File: config.mk
export PLATFORM = sky130hd
export DESIGN_NAME = pnst_div
export DESIGN_NICKNAME = d
export VERILOG_FILES = /design/src/hdl/pnst_pkg.sv /design/src/hdl/pnst_div.sv
export SDC_FILE = /design/constraint.sdc
export NUM_CORES = 2
export LEC_CHECK = 0
export BUFFER_PORTS_ARGS = -buffer_cell sky130_fd_sc_hd__buf_2
export CORE_ASPECT_RATIO = 1.2
export CORE_MARGIN = 2
export CORE_UTILIZATION = 58
export CTS_BUF_LIST = sky130_fd_sc_hd__clkbuf_8
export DETAILED_ROUTE_END_ITERATION = 10
export HOLD_SLACK_MARGIN = 0.1
export PLACE_DENSITY = 0.78
export SYNTH_ARGS = -nofsm -noshare
export SYNTH_HDL_FRONTEND = slang
export SYNTH_SLANG_ARGS = --single-unit
export TNS_END_PERCENT = 20
File: constraint.sdc
create_clock -name clk_i -period 3.33 [get_ports clk_i]
set_input_delay 0.1665 -clock clk_i [delete_from_list [all_inputs] [get_ports clk_i]]
set_output_delay 0.1665 -clock clk_i [all_outputs]
set_load 0.05 [all_outputs]
File: src/hdl/pnst_pkg.sv
`default_nettype none

package pnst_pkg;

  // Fixed field widths
  localparam int unsigned COORD_W = 16;   // input coordinates
  localparam int unsigned DIFF_W  = 17;   // coordinate differences
  localparam int unsigned PROD_W  = 34;   // 17x17 signed products
  localparam int unsigned LEN_W   = 33;   // squared length / remainder
  localparam int unsigned DOT_W   = 34;   // signed dot product
  localparam int unsigned SQ_W    = 32;   // one squared axis distance
  localparam int unsigned DIST_W  = 33;   // squared distance
  localparam int unsigned LIMIT_W = 32;   // near limit register

  localparam logic [LIMIT_W-1:0] NEAR_LIMIT_RST = LIMIT_W'(512);

  localparam int unsigned COORD_FRAC_BITS_DEF = 4;
  localparam int unsigned PROJ_FRAC_BITS_DEF  = 16;

  typedef enum logic [1:0] {
    CLS_START,
    CLS_END,
    CLS_LERP
  } pnst_cls_e;

  // Per-item data carried alongside the arithmetic
  typedef struct packed {
    pnst_cls_e                  cls;
    logic signed [COORD_W-1:0]  sx;
    logic signed [COORD_W-1:0]  sy;
    logic signed [COORD_W-1:0]  ex;
    logic signed [COORD_W-1:0]  ey;
    logic signed [COORD_W-1:0]  qx;
    logic signed [COORD_W-1:0]  qy;
    logic signed [DIFF_W-1:0]   dx;
    logic signed [DIFF_W-1:0]   dy;
  } pnst_side_t;

  typedef struct packed {
    logic                       is_near;
    logic signed [COORD_W-1:0]  closest_x;
    logic signed [COORD_W-1:0]  closest_y;
    logic [DIST_W-1:0]          dist_sq;
  } pnst_res_t;

endpackage

`default_nettype wire

File: src/hdl/pnst_div.sv
`default_nettype none

// Pipelined restoring divider, one quotient bit per stage.
// Expects rem < den; returns floor(rem * 2^PROJ_FRAC_BITS / den).
module pnst_div #(
  parameter int unsigned PROJ_FRAC_BITS = pnst_pkg::PROJ_FRAC_BITS_DEF
) (
  input  logic                        clk_i,
  input  logic                        rst_ni,
  input  logic                        en_i,
  input  logic                        in_valid_i,
  input  logic [pnst_pkg::LEN_W-1:0]  in_rem_i,
  input  logic [pnst_pkg::LEN_W-1:0]  in_den_i,
  input  pnst_pkg::pnst_side_t        in_side_i,
  output logic                        out_valid_o,
  output logic [PROJ_FRAC_BITS-1:0]   out_quot_o,
  output pnst_pkg::pnst_side_t        out_side_o
);
  import pnst_pkg::*;

  localparam int unsigned N = PROJ_FRAC_BITS;

  logic             v_q    [N];
  logic [LEN_W-1:0] rem_q  [N];
  logic [LEN_W-1:0] den_q  [N];
  logic [N-1:0]     quo_q  [N];
  pnst_side_t       side_q [N];

  for (genvar k = 0; k < N; k++) begin : g_stage
    logic             v_in;
    logic [LEN_W-1:0] rem_in;
    logic [LEN_W-1:0] den_in;
    logic [N-1:0]     quo_in;
    pnst_side_t       side_in;
    logic [LEN_W:0]   rem2;
    logic [LEN_W:0]   diff;

    if (k == 0) begin : g_first
      assign v_in    = in_valid_i;
      assign rem_in  = in_rem_i;
      assign den_in  = in_den_i;
      assign quo_in  = '0;
      assign side_in = in_side_i;
    end else begin : g_next
      assign v_in    = v_q[k-1];
      assign rem_in  = rem_q[k-1];
      assign den_in  = den_q[k-1];
      assign quo_in  = quo_q[k-1];
      assign side_in = side_q[k-1];
    end

    assign rem2 = {rem_in, 1'b0};
    assign diff = rem2 - {1'b0, den_in};

    always_ff @(posedge clk_i or negedge rst_ni) begin
      if (!rst_ni) begin
        v_q[k] <= 1'b0;
      end else if (en_i) begin
        v_q[k] <= v_in;
      end
    end

    always_ff @(posedge clk_i) begin
      if (en_i) begin
        // remainder stays below den, so the top bit of the kept value is dropped
        if (!diff[LEN_W]) begin
          rem_q[k] <= diff[LEN_W-1:0];
          quo_q[k] <= {quo_in[N-2:0], 1'b1};
        end else begin
          rem_q[k] <= rem2[LEN_W-1:0];
          quo_q[k] <= {quo_in[N-2:0], 1'b0};
        end
        den_q[k]  <= den_in;
        side_q[k] <= side_in;
      end
    end
  end

  assign out_valid_o = v_q[N-1];
  assign out_quot_o  = quo_q[N-1];
  assign out_side_o  = side_q[N-1];

endmodule

`default_nettype wire

==> results.yml <==
placement:
  place_congestion: 0.902
  post-place-ws_ns: -0.589
  place_area_mm2: 0.142
  place_hpwl_um: 152000
  port-buffer-count: 350
sta:
  setup_ws_ns: -0.452
  setup_viol: 240
  max_freq_ghz: 0.264
  fin_skew_ns: 0.108
  hold_viol: 0
  whs_ns: 0.189
  grt_setup_unrepaired: "yes"
  finalCritPeriodShare: 1.14
  fin_crit_ns: 3.78
  worst_pin_slew_ns: 0.986
  relSlewSlack: 0.343
  slew_viol_final: 0
global_route:
  grt_usage: 0.205
  grt_overflow_total: 0
  antenna_found_initial: 13
  grt_max_degree: 185
  grt_pass1_wl_um: 375000
  grt_pass1_vias: 74500
run:
  maxCapViolCount: 0
finish:
  fillers: 13600
  drive_above_1_share: 0.226
  syn2layout_area_growth_pct: 21.7
  final_area_mm2: 0.158
  final_nets: 10900
routing:
  via_count: 71800
  wirelength_um: 242000
  drtAntennaViolNets: 0
  drc: 0
  wl_per_cell_um: 17.9
  drt-pass1-iter-count: 7
  viasPerCell: 5.30
  drt-initial-drc-count: 4218
yosys:
  syn-num-nets: 8903
  yosysTopAreaCell: "edfxtp_1"
  syn_area_mm2: 0.130
  avgSynthCellArea_um2: 15.9
  synth_top_area_frac: 0.747
  ys.flop_type: "edfxtp_1"
  synth_area_leaders: "edfxtp_1, ha_1, inv_1, o21ai_0, xnor2_1"
  synthArstFlopShare: 0.00492
  ys_ff_latch: 3254
  synth_edf_count: 3236
  synth.distinct_cells: 95
  yosysSeqAreaShare: 0.750
  syn_inst: 8174
  yosys_warnings: 0
setup_path:
  worstSetupEndpointType: "flip-flop"
  cp_max_fo: 7
  path_class: "flip-flop to flip-flop"
  critPathLaunchType: "flip-flop"
  slowest_stage: "edfxtp_1"
  reg2reg_from: "rem_q[0][132]"
  r2r-end: "rem_q[0][174]"
  timing.critical_path.mode_cell: "o31a_1"
  r2r_cells: 15
  path_cells: "ha_1 -> nor2b_4 -> o31a_1 -> o31a_1 -> o41a_1 -> a21o_1 -> a221o_1 -> a41oi_2 -> buf_4 -> o31ai_4 -> mux2i_4 -> buf_12 -> clkbuf_16 -> nand2_2 -> o21ai_1"
  cp.arrival_ns: 4.51
  startpoint: "rem_q[0][132]"
  required_ns: 4.06
  critPathMaxStageDelay_ns: 0.41
  cp_top_family: "compound AO/OA/AOI/OAI gates"
  critPathBufInv: 3
  regToRegSetupSlack_ns: -0.45
clock_tree:
  ctsLongestPathBuffers: 4
  clk_pin_slew_ns: 0.06
  cts_made_buffers: 467
  clock-sinks: 3254
  clk_latency_ns: 1.03
  root_buffer: "clkbuf_8"
  cts_tree: "yes"
  h-tree-depth: 5
floorplanning:
  dieHeight_um: 523
  coreArea_mm2: 0.223
  die_x_um: 436
  initial_core_util: 0.583
  dieArea_mm2: 0.228
  pin_count: 351
  num_rows: 190
worst_hold_path:
  whs_path_depth: 4
  worst_hold_path.endpoint: "rem_q[0][0]"
  hp-start: "in_den_i[0]"
  hp-class: "input port to flip-flop"
status:
  outcome: "finished, violations left"
  violations: "setup timing"
power:
  powerDensity_mw_per_mm2: 811
  ir_worst_vdd_uv: 522
  p_total_mw: 128
  power_leakage_nw: 62.1
[cells in the final DEF (no fill, tap or decap), types with 57 or more instances in the layout]
cell and instances:
nand2b_1 86, clkinv_2 70, o21a_1 87, edfxtp_1 3236, nor2_1 297, clkbuf_8 474
ha_1 484, dlygate4sd3_1 419, clkinv_1 121, nand2_1 473, o21ai_1 89, inv_1 727
a21oi_1 375, a21o_1 263, buf_12 57, mux2_2 117, nor2b_1 69, buf_2 351
xnor2_1 240, nand3_1 96, xor2_1 162, o21ai_0 350, buf_4 826
[worst max-delay path by stage]
stage	end	slack [ns]	cells past startpoint
2_1_floorplan	rem_q[1][176]	-0.25	15
3_3_place_gp	rem_q[1][96]	-0.63	14
3_5_place_dp	rem_q[0][73]	-0.59	13
4_1_cts	rem_q[0][179]	-0.46	15
5_1_grt	rem_q[0][182]	-0.57	15
6_report	rem_q[0][174]	-0.45	15
[worst reg2reg max path, stage by stage (launching register included)]
cell       delay [ns]
edfxtp_1         0.41
ha_1             0.31
nor2b_4          0.13
o31a_1           0.26
o31a_1           0.28
o41a_1           0.36
a21o_1           0.22
a221o_1          0.41
a41oi_2          0.21
buf_4            0.16
o31ai_4          0.08
mux2i_4          0.24
buf_12           0.16
clkbuf_16        0.17
nand2_2          0.06
o21ai_1          0.05
[per-stage QoR]
step                       util  TNS, ns  cells
after floorplan               -   -22.44   8174
after global placement    0.636  -113.83  12200
after detailed placement  0.636  -150.10  12200
after CTS                 0.700   -69.26  13500
after global routing      0.709   -90.23  13500
final                     0.709   -48.91  13500
[sequential cells by signal (all words and copies together), names as in the netlist]
register / cells
out_valid_o: 1
den_q: 495
side_q: 2112
quo_q: 136
g_stage.v_in: 15
rem_q: 495
[per-layer routing]
metal  routed length (um)  part of all wire  GRT usage  vias to the layer above
li1                     -                 -          -                    34900
met1                91300              0.38      0.229                    34600
met2               132000              0.54      0.388                     1766
met3                10000             0.041     0.0347                      600
met4                 9010             0.037     0.0796                        8
met5                   55           0.00023          0                        -
[cells in the mapped netlist, drive strengths merged (27+ instances only)]
| library cell | instances |
|---|---|
| xor2 | 164 |
| xnor2 | 243 |
| a21oi | 402 |
| o21ai | 494 |
| and3 | 27 |
| o21a | 87 |
| nor2 | 302 |
| a211oi | 44 |
| nor3 | 54 |
| clkbuf | 116 |
| nand4 | 50 |
| nor2b | 83 |
| ha | 512 |
| mux2 | 192 |
| nand2b | 87 |
| mux2i | 47 |
| buf | 38 |
| inv | 635 |
| nand2 | 494 |
| a31oi | 38 |
| and2 | 42 |
| edfxtp | 3236 |
| a21o | 263 |
| nand3 | 105 |
| o21bai | 56 |
| o31ai | 49 |
[where the power goes]
| group | internal, mW | switching, mW | total, mW | leakage (nW) |
|---|---|---|---|---|
| registers | 52.5 | 2.66 | 55.2 | 31.9 |
| logic | 21.3 | 21.9 | 43.2 | 25.2 |
| clock network | 15.5 | 14.6 | 30.1 | 4.97 |
[cells by family after synthesis]
group | share of synthesized area
buf+inv | 0.0235
compound gates | 0.0786
xor+xnor | 0.0278
mux | 0.0202
flops | 0.750
fa+ha+maj | 0.0515
simple gates | 0.0482
[what timing repair did]
action                                  in CTS  in global routing
gates cloned                                12                 13
resized for setup                          132                347
hold endpoints to repair                  1886                 14
pin swaps                                   59                119
hold buffers                               413                 15
buffers inserted                            45                 46
endpoints found under the setup margin     475                488
[layout make-up]
cell class                 instances  area, um2  share of cell area
antenna                            6       15.0           0.0000948
sequential                      3254      97600               0.617
tap                             2976       3720              0.0235
inverter                         635       2390              0.0151
timing repair buffer            1708      14300              0.0902
clock inverter                   358       2340              0.0148
clock buffer                     474       6520              0.0412
multi-input combinational       4131      31400               0.199
Note: power is estimated with default switching activity, not from simulation.
